[config.mk]
export PLATFORM = sky130hd
export DESIGN_NAME = sensor_frame_receiver_crc8_unit
export DESIGN_NICKNAME = d
export VERILOG_FILES = /design/src/hdl/sfr_pkg.sv /design/src/hdl/sfr_front.sv /design/src/hdl/sfr_queue.sv /design/src/hdl/sfr_back.sv /design/src/hdl/sensor_frame_receiver_crc8_unit.sv
export SDC_FILE = /design/constraint.sdc
export NUM_CORES = 1
export LEC_CHECK = 0
export BUFFER_PORTS_ARGS = -buffer_cell sky130_fd_sc_hd__buf_2
export CAP_MARGIN = 10
export CORE_MARGIN = 2
export CORE_UTILIZATION = 60
export DETAILED_ROUTE_END_ITERATION = 6
export PLACE_DENSITY = 0.9
export SYNTH_ARGS = -nofsm -noshare
export SYNTH_HDL_FRONTEND = slang
export SYNTH_HIERARCHICAL = 1
export SYNTH_SLANG_ARGS = --single-unit
export TNS_END_PERCENT = 50
[constraint.sdc]
create_clock -name clk -period 16.8 [get_ports clk]
set_input_delay 1.68 -clock clk [delete_from_list [all_inputs] [get_ports clk]]
set_output_delay 1.68 -clock clk [all_outputs]
set_load 0.05 [all_outputs]
[src/hdl/sfr_pkg.sv]
// Shared types, codes and the CRC-8 byte step for the sensor frame receiver.
// No dependencies; RTL takes names from here by scope, the testbench imports.
`timescale 1ns / 1ps

package sfr_pkg;

	localparam int FRAME_BYTES = 14;
	localparam int POS_W = 4;
	localparam int CFG_IDX_W = 1;

	localparam logic [7:0] HDR_FIRST = 8'h55;
	localparam logic [7:0] HDR_SECOND = 8'hAA;
	localparam logic [7:0] CRC_POLY = 8'h07;
	localparam logic [7:0] STATUS_MAX = 8'd2;
	localparam logic [7:0] STATUS_LOST = 8'd0;

	typedef enum logic [1:0] {
		OP_BYTE = 2'd0,
		OP_TIME = 2'd1,
		OP_OVERFLOW = 2'd2,
		OP_UNUSED = 2'd3
	} op_t;

	typedef enum logic [2:0] {
		EV_VALID = 3'd0,
		EV_RECOVERED = 3'd1,
		EV_CRC_ERR = 3'd2,
		EV_STATUS_ERR = 3'd3,
		EV_TIMEOUT = 3'd4
	} event_t;

	typedef enum logic [CFG_IDX_W-1:0] {
		REG_TIMEOUT_LIMIT = 1'd0,
		REG_LOST_PIXEL = 1'd1
	} reg_idx_t;

	typedef enum logic {
		JOB_FRAME = 1'b0,
		JOB_TIME = 1'b1
	} job_kind_t;

	typedef struct packed {
		job_kind_t kind;
		logic crc_ok;
		logic [7:0] status;
		logic [7:0] seq;
		logic [15:0] pos;
		logic [15:0] vel;
		logic [7:0] conf;
		logic [15:0] px;
		logic [15:0] py;
		logic [31:0] now;
	} job_t;

	typedef struct packed {
		event_t ev;
		logic [1:0] status;
		logic [7:0] seq;
		logic [15:0] pos;
		logic [15:0] vel;
		logic [7:0] conf;
		logic [15:0] px;
		logic [15:0] py;
		logic adv;
		logic gap;
		logic lost_ok;
		logic [31:0] age;
	} result_t;

	function automatic logic [7:0] crc_step(input logic [7:0] c, input logic [7:0] b);
		logic [7:0] v;
		v = c ^ b;
		for (int i = 0; i < 8; i++) begin
			if (v[7]) begin
				v = {v[6:0], 1'b0} ^ CRC_POLY;
			end else begin
				v = {v[6:0], 1'b0};
			end
		end
		return v;
	endfunction

endpackage

[src/hdl/sfr_front.sv]
// Front end: header hunt, byte collection and running CRC; emits frame and time-check jobs.
// Depends on sfr_pkg.
`timescale 1ns / 1ps

module sfr_front (
	input  logic                clk,
	input  logic                arst_n,
	input  logic                take,
	input  logic [1:0]          operation,
	input  logic [7:0]          rx_byte,
	input  logic [31:0]         now_ms,
	output logic                push,
	output sfr_pkg::job_t       job
);

	logic [sfr_pkg::POS_W-1:0] pos_q;
	logic [7:0]                crc_q;
	logic [7:0]                frame_q [2:sfr_pkg::FRAME_BYTES-2];

	logic [sfr_pkg::POS_W-1:0] pos_d;
	logic [7:0]                crc_d;
	logic                      store_en;
	logic                      last_byte;
	logic [7:0]                crc_first;

	assign crc_first = sfr_pkg::crc_step(8'd0, rx_byte);
	assign last_byte = (pos_q == sfr_pkg::POS_W'(sfr_pkg::FRAME_BYTES - 1));

	always_comb begin
		pos_d = pos_q;
		crc_d = crc_q;
		store_en = 1'b0;
		case (sfr_pkg::op_t'(operation))
			sfr_pkg::OP_BYTE: begin
				if (pos_q == sfr_pkg::POS_W'(0) || last_byte ||
						(pos_q == sfr_pkg::POS_W'(1) && rx_byte != sfr_pkg::HDR_SECOND)) begin
					if (rx_byte == sfr_pkg::HDR_FIRST) begin
						pos_d = sfr_pkg::POS_W'(1);
						crc_d = crc_first;
					end else begin
						pos_d = '0;
					end
				end else if (pos_q >= sfr_pkg::POS_W'(sfr_pkg::FRAME_BYTES)) begin
					pos_d = '0;
				end else begin
					store_en = (pos_q != sfr_pkg::POS_W'(1));
					crc_d = sfr_pkg::crc_step(crc_q, rx_byte);
					pos_d = pos_q + sfr_pkg::POS_W'(1);
				end
			end
			sfr_pkg::OP_OVERFLOW: begin
				pos_d = '0;
			end
			default: begin
			end
		endcase
	end

	always_ff @(posedge clk or negedge arst_n) begin
		if (!arst_n) begin
			pos_q <= '0;
			crc_q <= '0;
		end else if (take) begin
			pos_q <= pos_d;
			crc_q <= crc_d;
		end
	end

	always_ff @(posedge clk) begin
		if (take && store_en) begin
			frame_q[pos_q] <= rx_byte;
		end
	end

	always_comb begin
		push = take && ((sfr_pkg::op_t'(operation) == sfr_pkg::OP_TIME) ||
			(sfr_pkg::op_t'(operation) == sfr_pkg::OP_BYTE && last_byte));
		job.kind = (sfr_pkg::op_t'(operation) == sfr_pkg::OP_TIME) ?
			sfr_pkg::JOB_TIME : sfr_pkg::JOB_FRAME;
		job.crc_ok = (crc_q == rx_byte);
		job.status = frame_q[2];
		job.seq = frame_q[3];
		job.pos = {frame_q[5], frame_q[4]};
		job.vel = {frame_q[7], frame_q[6]};
		job.conf = frame_q[8];
		job.px = {frame_q[10], frame_q[9]};
		job.py = {frame_q[12], frame_q[11]};
		job.now = now_ms;
	end

endmodule

[src/hdl/sfr_queue.sv]
// Two-entry job queue between the front end and the back end.
// Depends on sfr_pkg.
`timescale 1ns / 1ps

module sfr_queue (
	input  logic          clk,
	input  logic          arst_n,
	input  logic          push,
	input  sfr_pkg::job_t push_job,
	output logic          full,
	input  logic          pop,
	output logic          avail,
	output sfr_pkg::job_t head
);

	sfr_pkg::job_t slot_q [2];
	logic          wr_q;
	logic          rd_q;
	logic [1:0]    count_q;

	assign full = (count_q == 2'd2);
	assign avail = (count_q != 2'd0);
	assign head = slot_q[rd_q];

	always_ff @(posedge clk or negedge arst_n) begin
		if (!arst_n) begin
			wr_q <= 1'b0;
			rd_q <= 1'b0;
			count_q <= '0;
		end else begin
			if (push) begin
				wr_q <= ~wr_q;
			end
			if (pop) begin
				rd_q <= ~rd_q;
			end
			count_q <= count_q + 2'(push) - 2'(pop);
		end
	end

	always_ff @(posedge clk) begin
		if (push) begin
			slot_q[wr_q] <= push_job;
		end
	end

endmodule

[src/hdl/sfr_back.sv]
// Back end: CRC and status verdict, sequence tracking, link timeout and the result register.
// Depends on sfr_pkg.
`timescale 1ns / 1ps

module sfr_back (
	input  logic             clk,
	input  logic             arst_n,
	input  logic [31:0]      timeout_limit_q,
	input  logic [15:0]      lost_pixel_q,
	input  logic             avail,
	input  sfr_pkg::job_t    head,
	output logic             pop,
	output logic             out_valid,
	input  logic             out_stall,
	output sfr_pkg::result_t res
);

	logic [7:0]  prev_seq_q;
	logic        seq_valid_q;
	logic [31:0] adv_time_q;
	logic [31:0] last_frame_q;
	logic        frame_seen_q;
	logic        timed_out_q;
	logic        valid_q;
	sfr_pkg::result_t res_q;

	logic             emit;
	logic             good;
	logic             advance;
	logic             timeout_hit;
	logic [31:0]      adv_time_d;
	sfr_pkg::result_t res_d;

	assign pop = avail && (!valid_q || !out_stall);
	assign out_valid = valid_q;
	assign res = res_q;

	always_comb begin
		good = (head.kind == sfr_pkg::JOB_FRAME) && head.crc_ok &&
			(head.status <= sfr_pkg::STATUS_MAX);
		advance = good && (!seq_valid_q || head.seq != prev_seq_q);
		adv_time_d = advance ? head.now : adv_time_q;
		timeout_hit = (head.kind == sfr_pkg::JOB_TIME) && frame_seen_q && !timed_out_q &&
			((head.now - last_frame_q) > timeout_limit_q);
		emit = (head.kind == sfr_pkg::JOB_FRAME) || timeout_hit;

		res_d = '0;
		if (head.kind == sfr_pkg::JOB_TIME) begin
			res_d.ev = sfr_pkg::EV_TIMEOUT;
		end else if (!head.crc_ok) begin
			res_d.ev = sfr_pkg::EV_CRC_ERR;
		end else if (!good) begin
			res_d.ev = sfr_pkg::EV_STATUS_ERR;
		end else begin
			res_d.ev = timed_out_q ? sfr_pkg::EV_RECOVERED : sfr_pkg::EV_VALID;
			res_d.status = head.status[1:0];
			res_d.seq = head.seq;
			res_d.pos = head.pos;
			res_d.vel = head.vel;
			res_d.conf = head.conf;
			res_d.px = head.px;
			res_d.py = head.py;
			res_d.adv = advance;
			res_d.gap = advance && seq_valid_q && (head.seq != prev_seq_q + 8'd1);
			res_d.lost_ok = (head.status != sfr_pkg::STATUS_LOST) ||
				(head.pos == '0 && head.vel == '0 && head.conf == '0 &&
				head.px == lost_pixel_q && head.py == lost_pixel_q);
			res_d.age = head.now - adv_time_d;
		end
	end

	always_ff @(posedge clk or negedge arst_n) begin
		if (!arst_n) begin
			prev_seq_q <= '0;
			seq_valid_q <= 1'b0;
			adv_time_q <= '0;
			last_frame_q <= '0;
			frame_seen_q <= 1'b0;
			timed_out_q <= 1'b0;
			valid_q <= 1'b0;
		end else begin
			if (pop) begin
				valid_q <= emit;
				if (advance) begin
					prev_seq_q <= head.seq;
					seq_valid_q <= 1'b1;
					adv_time_q <= head.now;
				end
				if (good) begin
					timed_out_q <= 1'b0;
					last_frame_q <= head.now;
					frame_seen_q <= 1'b1;
				end else if (timeout_hit) begin
					timed_out_q <= 1'b1;
				end
			end else if (!out_stall) begin
				valid_q <= 1'b0;
			end
		end
	end

	always_ff @(posedge clk) begin
		if (pop) begin
			res_q <= res_d;
		end
	end

endmodule

[src/hdl/sensor_frame_receiver_crc8_unit.sv]
// Top level of the sensor frame receiver: configuration registers and the
// front end, job queue and back end. Depends on sfr_pkg, sfr_front, sfr_queue, sfr_back.
`timescale 1ns / 1ps

// Takes one item per clock while in_stall is low: received bytes, time checks
// and overflow notices. The front end tracks the header and running CRC-8 at
// one byte per item and hands completed frames and time checks to a two-entry
// queue; the back end, when not stalled, retires one job per cycle into the
// output register. in_stall rises only while the queue is full, which happens
// only when out_stall holds the result register. The configuration port is
// always ready; users write only while idle, which the block does not enforce.

module sensor_frame_receiver_crc8_unit (
	input  logic                          clk,
	input  logic                          arst_n,
	input  logic                          in_valid,
	output logic                          in_stall,
	input  logic [1:0]                    operation,
	input  logic [7:0]                    rx_byte,
	input  logic [31:0]                   now_ms,
	output logic                          out_valid,
	input  logic                          out_stall,
	output logic [2:0]                    event_res,
	output logic [1:0]                    frame_status,
	output logic [7:0]                    sequence_number,
	output logic signed [15:0]            position_tenth_mm,
	output logic signed [15:0]            velocity_tenth_mm_s,
	output logic [7:0]                    confidence_level,
	output logic [15:0]                   pixel_x,
	output logic [15:0]                   pixel_y,
	output logic                          sequence_advanced,
	output logic                          sequence_gap,
	output logic                          lost_payload_ok,
	output logic [31:0]                   sequence_age_ms,
	input  logic                          cfg_valid,
	output logic                          cfg_ready,
	input  logic [sfr_pkg::CFG_IDX_W-1:0] cfg_index,
	input  logic [31:0]                   cfg_data
);

	logic [31:0]      timeout_limit_q;
	logic [15:0]      lost_pixel_q;
	logic             take;
	logic             push;
	logic             full;
	logic             pop;
	logic             avail;
	sfr_pkg::job_t    push_job;
	sfr_pkg::job_t    head;
	sfr_pkg::result_t res;

	assign cfg_ready = 1'b1;
	assign in_stall = full;
	assign take = in_valid && !full;

	always_ff @(posedge clk or negedge arst_n) begin
		if (!arst_n) begin
			timeout_limit_q <= 32'd100;
			lost_pixel_q <= 16'hFFFF;
		end else if (cfg_valid && cfg_ready) begin
			case (sfr_pkg::reg_idx_t'(cfg_index))
				sfr_pkg::REG_TIMEOUT_LIMIT: timeout_limit_q <= cfg_data;
				sfr_pkg::REG_LOST_PIXEL: lost_pixel_q <= cfg_data[15:0];
				default: begin
				end
			endcase
		end
	end

	sfr_front u_front (
		.clk       (clk),
		.arst_n    (arst_n),
		.take      (take),
		.operation (operation),
		.rx_byte   (rx_byte),
		.now_ms    (now_ms),
		.push      (push),
		.job       (push_job)
	);

	sfr_queue u_queue (
		.clk      (clk),
		.arst_n   (arst_n),
		.push     (push),
		.push_job (push_job),
		.full     (full),
		.pop      (pop),
		.avail    (avail),
		.head     (head)
	);

	sfr_back u_back (
		.clk             (clk),
		.arst_n          (arst_n),
		.timeout_limit_q (timeout_limit_q),
		.lost_pixel_q    (lost_pixel_q),
		.avail           (avail),
		.head            (head),
		.pop             (pop),
		.out_valid       (out_valid),
		.out_stall       (out_stall),
		.res             (res)
	);

	assign event_res = res.ev;
	assign frame_status = res.status;
	assign sequence_number = res.seq;
	assign position_tenth_mm = $signed(res.pos);
	assign velocity_tenth_mm_s = $signed(res.vel);
	assign confidence_level = res.conf;
	assign pixel_x = res.px;
	assign pixel_y = res.py;
	assign sequence_advanced = res.adv;
	assign sequence_gap = res.gap;
	assign lost_payload_ok = res.lost_ok;
	assign sequence_age_ms = res.age;

endmodule

==> results of run 1 <==
[layout by cell type, fill, tap and decap left out, types with 22 or more instances in the layout]
cell type  instances
mux2_2           135
xor2_1            43
a21oi_1           86
inv_1             96
ha_1             110
and2_1            84
buf_2            200
nor3_1            31
nor2_1            73
nand4_1           27
dfrtp_1          120
nand3_1           28
xnor2_1           58
clkbuf_16         59
a21o_1            33
mux2_4           104
nand2_1           69
edfxtp_1         452
o21ai_0           55
and3_1            22
mux2i_1           33
[kinds of logic (layout without fill, tap and decap cells)]
| family | count (synthesis) | count (layout) |
|---|---|---|
| and+or+nand+nor | 420 | 420 |
| AOI/OAI and AO/OA | 269 | 269 |
| DFF | 592 | 592 |
| other | 1 | 3 |
| adders and majority gates | 112 | 112 |
| xor gates and xnor gates | 102 | 102 |
| buffers and inverters | 194 | 415 |
| muxes | 272 | 272 |
[final timing paths]
check / end / slack (ns)
max: u_back/res[30]$_SDFFCE_PP0P_ / 10.56
min: u_queue/slot_q[1][96]$_DFFE_PP_ / 0.44
max reg2reg: u_back/res[30]$_SDFFCE_PP0P_ / 10.56
min reg2reg: u_queue/slot_q[1][96]$_DFFE_PP_ / 0.44
max in group asynchronous: u_back/adv_time_q[29]$_DFFE_PN0P_ / 14.30
min in group asynchronous: timeout_limit_q[24]$_DFFE_PN0P_ / 1.09
[synth_stat cells, drive strengths merged, types with 43 or more instances]
cell type and count:
ha 110, nand2 71, buf 64, xnor2 58, o21ai 56, edfxtp 452
nor2 74, mux2 239, inv 96, and2 85, a21oi 89, xor2 43
dfrtp 121
[through the flow]
step | power, mW | std cells
global placement | 4.079 | 2678
finish | 5.564 | 2785
global route | 5.792 | 2783
floorplan | 3.662 | 1962
detailed placement | 4.159 | 2678
CTS | 5.555 | 2783
[worst register-to-register path: stages (launching register included)]
cell and delay, ns:
dfrtp_4 0.79, buf_4 0.75, mux2_2 0.46, nor4_2 0.36
nand4_1 0.28, nor2_4 0.17, buf_4 0.46, mux2_2 0.40
ha_1 0.21, fa_1 0.40, and2b_1 0.25, o2111ai_1 0.17
and3_1 0.23, o31ai_2 0.37, a31oi_1 0.20, o21ai_0 0.25
xnor2_1 0.16, nor2_1 0.06
[cell type report]
| cell class | count | area share (%) |
|---|---|---|
| diodes | 2 | 0.01608 |
| clock buffers | 70 | 5.036 |
| clock inverters | 35 | 1.455 |
| inverters | 96 | 1.157 |
| multi-input cells | 1176 | 31.42 |
| flip-flops and latches | 592 | 54.94 |
| well taps | 600 | 2.411 |
| repair buffers | 214 | 3.565 |
[layer usage]
metal	vias up	wire length, um	part of all wire (%)	GRT usage, %
li1	7551	-	-	-
met1	8643	27040	39	37.87
met2	997	33440	48	47.00
met3	213	5719	8.3	4.859
met4	0	2868	4.2	12.61
met5	-	0	0	0
[power groups by stage]
stage	clock [mW]	sequential (mW)	combinational [mW]
after CTS	1.38	1.99	2.19
final	1.37	1.99	2.21
after floorplan	0	2.44	1.22
after detailed placement	0	2.01	2.15
after global routing	1.43	2.01	2.35
after global placement	0	2.00	2.08
[flip-flops by register name, indices dropped and copies added (netlist names), 16 cells and up]
register / count
u_front/frame_q: 88
u_back/res: 120
u_back/adv_time_q: 32
u_queue/slot_q: 244
u_back/last_frame_q: 32
lost_pixel_q: 16
timeout_limit_q: 32
==> results.toml, run 1 <==
[clock_network]
cts_max_path_buffers = 3
htree_levels = 2
clkSinkCount = 592
cts_setup_buffers = 0
clk_pin_slew_worst_paths_ns = 0.06
cts_buffers = 56
tritoncts = "done"
cts-root-buf = "clkbuf_16"
cts-resized-gates = 0
hold_buffers = 0
clk_latency_ns = 0.64

[grt]
grt_max_degree = 85
grt_pass1_vias = 17792
antenna_found_initial = 2
grt.overflow.total = 0
grt_pass1_wl_um = 104200
grt_use_total_pct = 28.66

[drt]
detail_route.wl_per_cell_um = 24.80
postRouteAntennaNets = 0
vias = 17404
drtIter0Drc = 1853
dr.pass1.iters = 5
drc = 0
drt-total-wl_um = 69060
vias_per_cell = 6.249

[worst_setup_path]
crit_family = "simple AND/OR/NAND/NOR gates"
r2r-start = "u_queue/rd_q$_DFFE_PN0P_"
worst-path-stages = 17
cp_max_fo = 43
endpoint_kind = "flop"
crit_buf_inv = 2
cp.arrival_ns = 6.58
critPathRequiredTime_ns = 17.14
critPathLaunch = "u_queue/rd_q$_DFFE_PN0P_"
cp-start-kind = "flop"
crit_chain = "buf_4, mux2_2, nor4_2, nand4_1, nor2_4, buf_4, mux2_2, ha_1, fa_1, and2b_1, o2111ai_1, and3_1, o31ai_2, a31oi_1, o21ai_0, xnor2_1, nor2_1"
cpPeakStageDelay_ns = 0.79
critPathKind = "flop to flop"
rr_worst_depth = 17
cpMaxStageDelayCell = "dfrtp_4"

[pwr]
clockPowerShare_pct = 24.6
p_sw_share_pct = 38.77
power_frac_seq_pct = 35.7
cellPowerDensity_mw_per_mm2 = 178.7
p_comb_share_pct = 39.7
vdd_ir_drop_max_mv = 0.1191
intPower_mw = 3.407
leakage_nw = 12.55
switching_power_mw = 2.157

[timing]
max_freq_mhz = 160.3
setup_viol_count_final = 0
drv_slew = 0
rsz0062_at_grt = "false"
fin_crit_ns = 6.239
fin_hold_ws_ns = 0.4447
skew_ns = 0.04318
final.setup.tns_ns = 0
worstMarginPinSlew_ns = 1.066
final_hold_viol_count = 0
slew_headroom_pct = 28.92
fin_crit_sh_pct = 37.14
fin_ws_ns = 10.56

[synthesis]
synth_top_cell_area_share_pct = 48.73
synth_edf_count = 452
yosys_warnings = 6
ys_seq_area_share_pct = 61.40
synth_nets = 2154
yosys.area.top_type = "edfxtp_1"
synth_mux_area_share_pct = 12.25
ys.flop_type = "edfxtp_1"
synthAdderAreaFrac_pct = 5.085
synth_compound_gate_area_share_pct = 6.235
synth_area_leaders = "edfxtp_1 (49%), dfrtp_1 (11%), mux2_4 (5.6%)"
syn_avg_cell_area_um2 = 14.20
ys_seq_elements = 592
synthesis.area_mm2 = 0.02785
synth_cell_type_count = 86
synthXorXnorAreaFrac_pct = 3.261
async_flop_share_pct = 23.65
synth_top_family_by_area = "multiplexers"
synthSimpleGateAreaFrac_pct = 8.136
synthCells = 1962

[floorplanning]
die_area_mm2 = 0.04816
ioPinCount = 203
die_h_um = 219.5
rows = 78
start_util_pct = 61.11
core_area_mm2 = 0.04558
die_w_um = 219.5

[run_status]
outcome = "complete, no violations"

[cells_and_area]
finalInstanceArea_mm2 = 0.03113
drive_above_1_share_pct = 27.16
syn2layout_area_growth_pct = 11.78
ff_latch_area_mm2 = 0.01710
multi_input_comb_area_mm2 = 0.009783
nNetsFinal = 2328
fillers = 2803
fin_util_pct = 68.31

[run]
maxCapViolations = 0

[hold_path]
min_path_type = "flop to flop"
holdCritStartpoint = "u_front/frame_q[5][0]$_DFFE_PP_"
min_path_cells = 0

[place]
place_worst_setup_slack_ns = 10.69
dp_hpwl_um = 44570
routabilityCongestion = 0.9185
io_buffers = 201
place_area_mm2 = 0.02911
Power figures use the tool's default switching activity.
==> run 2, diff against run 1 <==
==> constraint.sdc (replaced) <==
create_clock -name clk -period 6.1 [get_ports clk]
set_input_delay 0.61 -clock clk [delete_from_list [all_inputs] [get_ports clk]]
set_output_delay 0.61 -clock clk [all_outputs]
set_load 0.05 [all_outputs]
==> run 2 against run 1 <==
Effect of this change: clock power rose to 2.8 times the previous value; via count is 0.79% lower; die area is the same.
==> results.toml, run 2 (synthesized netlist as in run 1, its figures left out) <==
[cells_and_area]
final_cells = 2785
nNetsFinal = 2330
fin_util_pct = 68.29
layout_common_cells = "edfxtp_1 (452), buf_2 (200), mux2_2 (135)"
drive_above_1_share_pct = 26.91
largest_reg_flops = 244
num_antenna_cells = 0
finalInstanceArea_mm2 = 0.03112
regMostFlops = "u_queue/slot_q"
syn2layout_area_growth_pct = 11.74
final_common_cell = "edfxtp_1"

[worst_setup_path]
r2r-start = "u_queue/rd_q$_DFFE_PN0P_"
crit_chain = "buf_4, mux2_2, ha_1, a21oi_1, o221a_2, o2bb2ai_1, o211ai_2, and3_4, a41o_1, a21oi_1, xnor2_1, ha_1, nand4_1, or2_2, nor3_1, o41ai_1, a221oi_1, a2bb2oi_1"
cpMaxStageDelayCell = "dfrtp_4"
rrSetupSlack_ns = 0.23
crit_buf_inv = 1
crit_family = "compound AO/OA/AOI/OAI gates"
critPathRequiredTime_ns = 6.65
critPathLaunch = "u_queue/rd_q$_DFFE_PN0P_"
cp.arrival_ns = 6.43
critPathKind = "flop to flop"
worst-path-stages = 18
r2r_end = "u_back/timed_out_q$_DFFE_PN0P_"
cp_max_fo = 32
endpoint_kind = "flop"
rr_worst_depth = 18
cpPeakStageDelay_ns = 0.79
cp-start-kind = "flop"

[clock_network]
hold_buffers = 0
cts-resized-gates = 0
cts_setup_buffers = 0
clk_pin_slew_worst_paths_ns = 0.07
tritoncts = "done"
htree_levels = 2
clkSinkCount = 592
cts_max_path_buffers = 3
cts-root-buf = "clkbuf_16"
cts_buffers = 55
clk_latency_ns = 0.65

[timing]
setup_viol_count_final = 0
fin_crit_ns = 5.874
drv_slew = 0
fin_ws_ns = 0.2257
final.setup.tns_ns = 0
max_freq_mhz = 170.2
skew_ns = 0.03121
worstMarginPinSlew_ns = 1.201
rsz0062_at_grt = "false"
final_hold_viol_count = 0
fin_hold_ws_ns = 0.02775
fin_crit_sh_pct = 96.30
slew_headroom_pct = 19.95

[grt]
antenna_found_initial = 2
grt.overflow.total = 0
gr-usage-met1_pct = 37.18
met3_usage_pct = 6.584
grt-busiest-layer = "met2"
grt_use_total_pct = 28.62
grt_max_degree = 85
grt_pass1_wl_um = 103300
gr-usage-met2_pct = 47.10
grt_pass1_vias = 17517

[run]
maxCapViolations = 0

[place]
io_buffers = 201
routabilityCongestion = 0.8964
dp.cells = 2681
dp_hpwl_um = 43960
place_worst_setup_slack_ns = 0.5004
place_area_mm2 = 0.02913

[pwr]
leakage_nw = 12.54
vdd_ir_drop_max_mv = 0.3606
power_mw = 15.35
cellPowerDensity_mw_per_mm2 = 493.1

[floorplanning]
die_area_mm2 = 0.04816
die_h_um = 219.5
start_util_pct = 61.11
core_area_mm2 = 0.04558
ioPinCount = 203
die_w_um = 219.5
rows = 78

[drt]
vias_per_cell = 6.200
detail_route.wl_per_cell_um = 24.80
postRouteAntennaNets = 0
drt-total-wl_um = 69060
drc = 0
drtIter0Drc = 2036
dr.pass1.iters = 6
vias = 17266

[run_status]
outcome = "complete, no violations"

[hold_path]
min_path_type = "input pin to async pin"
run 2: worst max path at each step:
stage	endpoint	slack (ns)
CTS	u_back/timed_out_q$_DFFE_PN0P_	0.38
detailed placement	u_back/timed_out_q$_DFFE_PN0P_	0.50
global placement	u_back/out_valid$_DFFE_PN0P_	0.83
floorplan	u_back/adv_time_q[29]$_DFFE_PN0P_	0.72
global route	u_back/timed_out_q$_DFFE_PN0P_	0.04
finish	u_back/timed_out_q$_DFFE_PN0P_	0.23
run 2: report_power, final:
group	internal (mW)	switching (mW)	leakage, nW
combinational	2.05	4.04	5.52
clock	2.21	1.56	0.969
sequential	5.12	0.365	6.05
total	9.38	5.96	12.5
run 2: cell type report:
type / instances / area (um2)
Tap cell: 600 / 750.7
Timing Repair Buffer: 217 / 1132
Inverter: 96 / 360.3
Sequential cell: 592 / 17100
Clock inverter: 41 / 555.5
Clock buffer: 63 / 1436
Multi-Input combinational cell: 1176 / 9783
Fill cell: 2886 / 14450
run 2: layer usage:
metal / up-vias / routed length, um
met5: - / 26
met4: 4 / 2486
met3: 200 / 5890
met2: 937 / 33500
met1: 8579 / 27160
li1: 7546 / -
run 2: worst reg2reg max path, delay by kind of cell (launching register included):
family | cells | cell delay (ns)
muxes | 1 | 0.46
AOI/OAI and AO/OA | 9 | 2.35
DFF | 1 | 0.79
adders and majority gates | 2 | 0.69
and+or+nand+nor | 4 | 0.98
buffers and inverters | 1 | 0.42
xor gates and xnor gates | 1 | 0.10
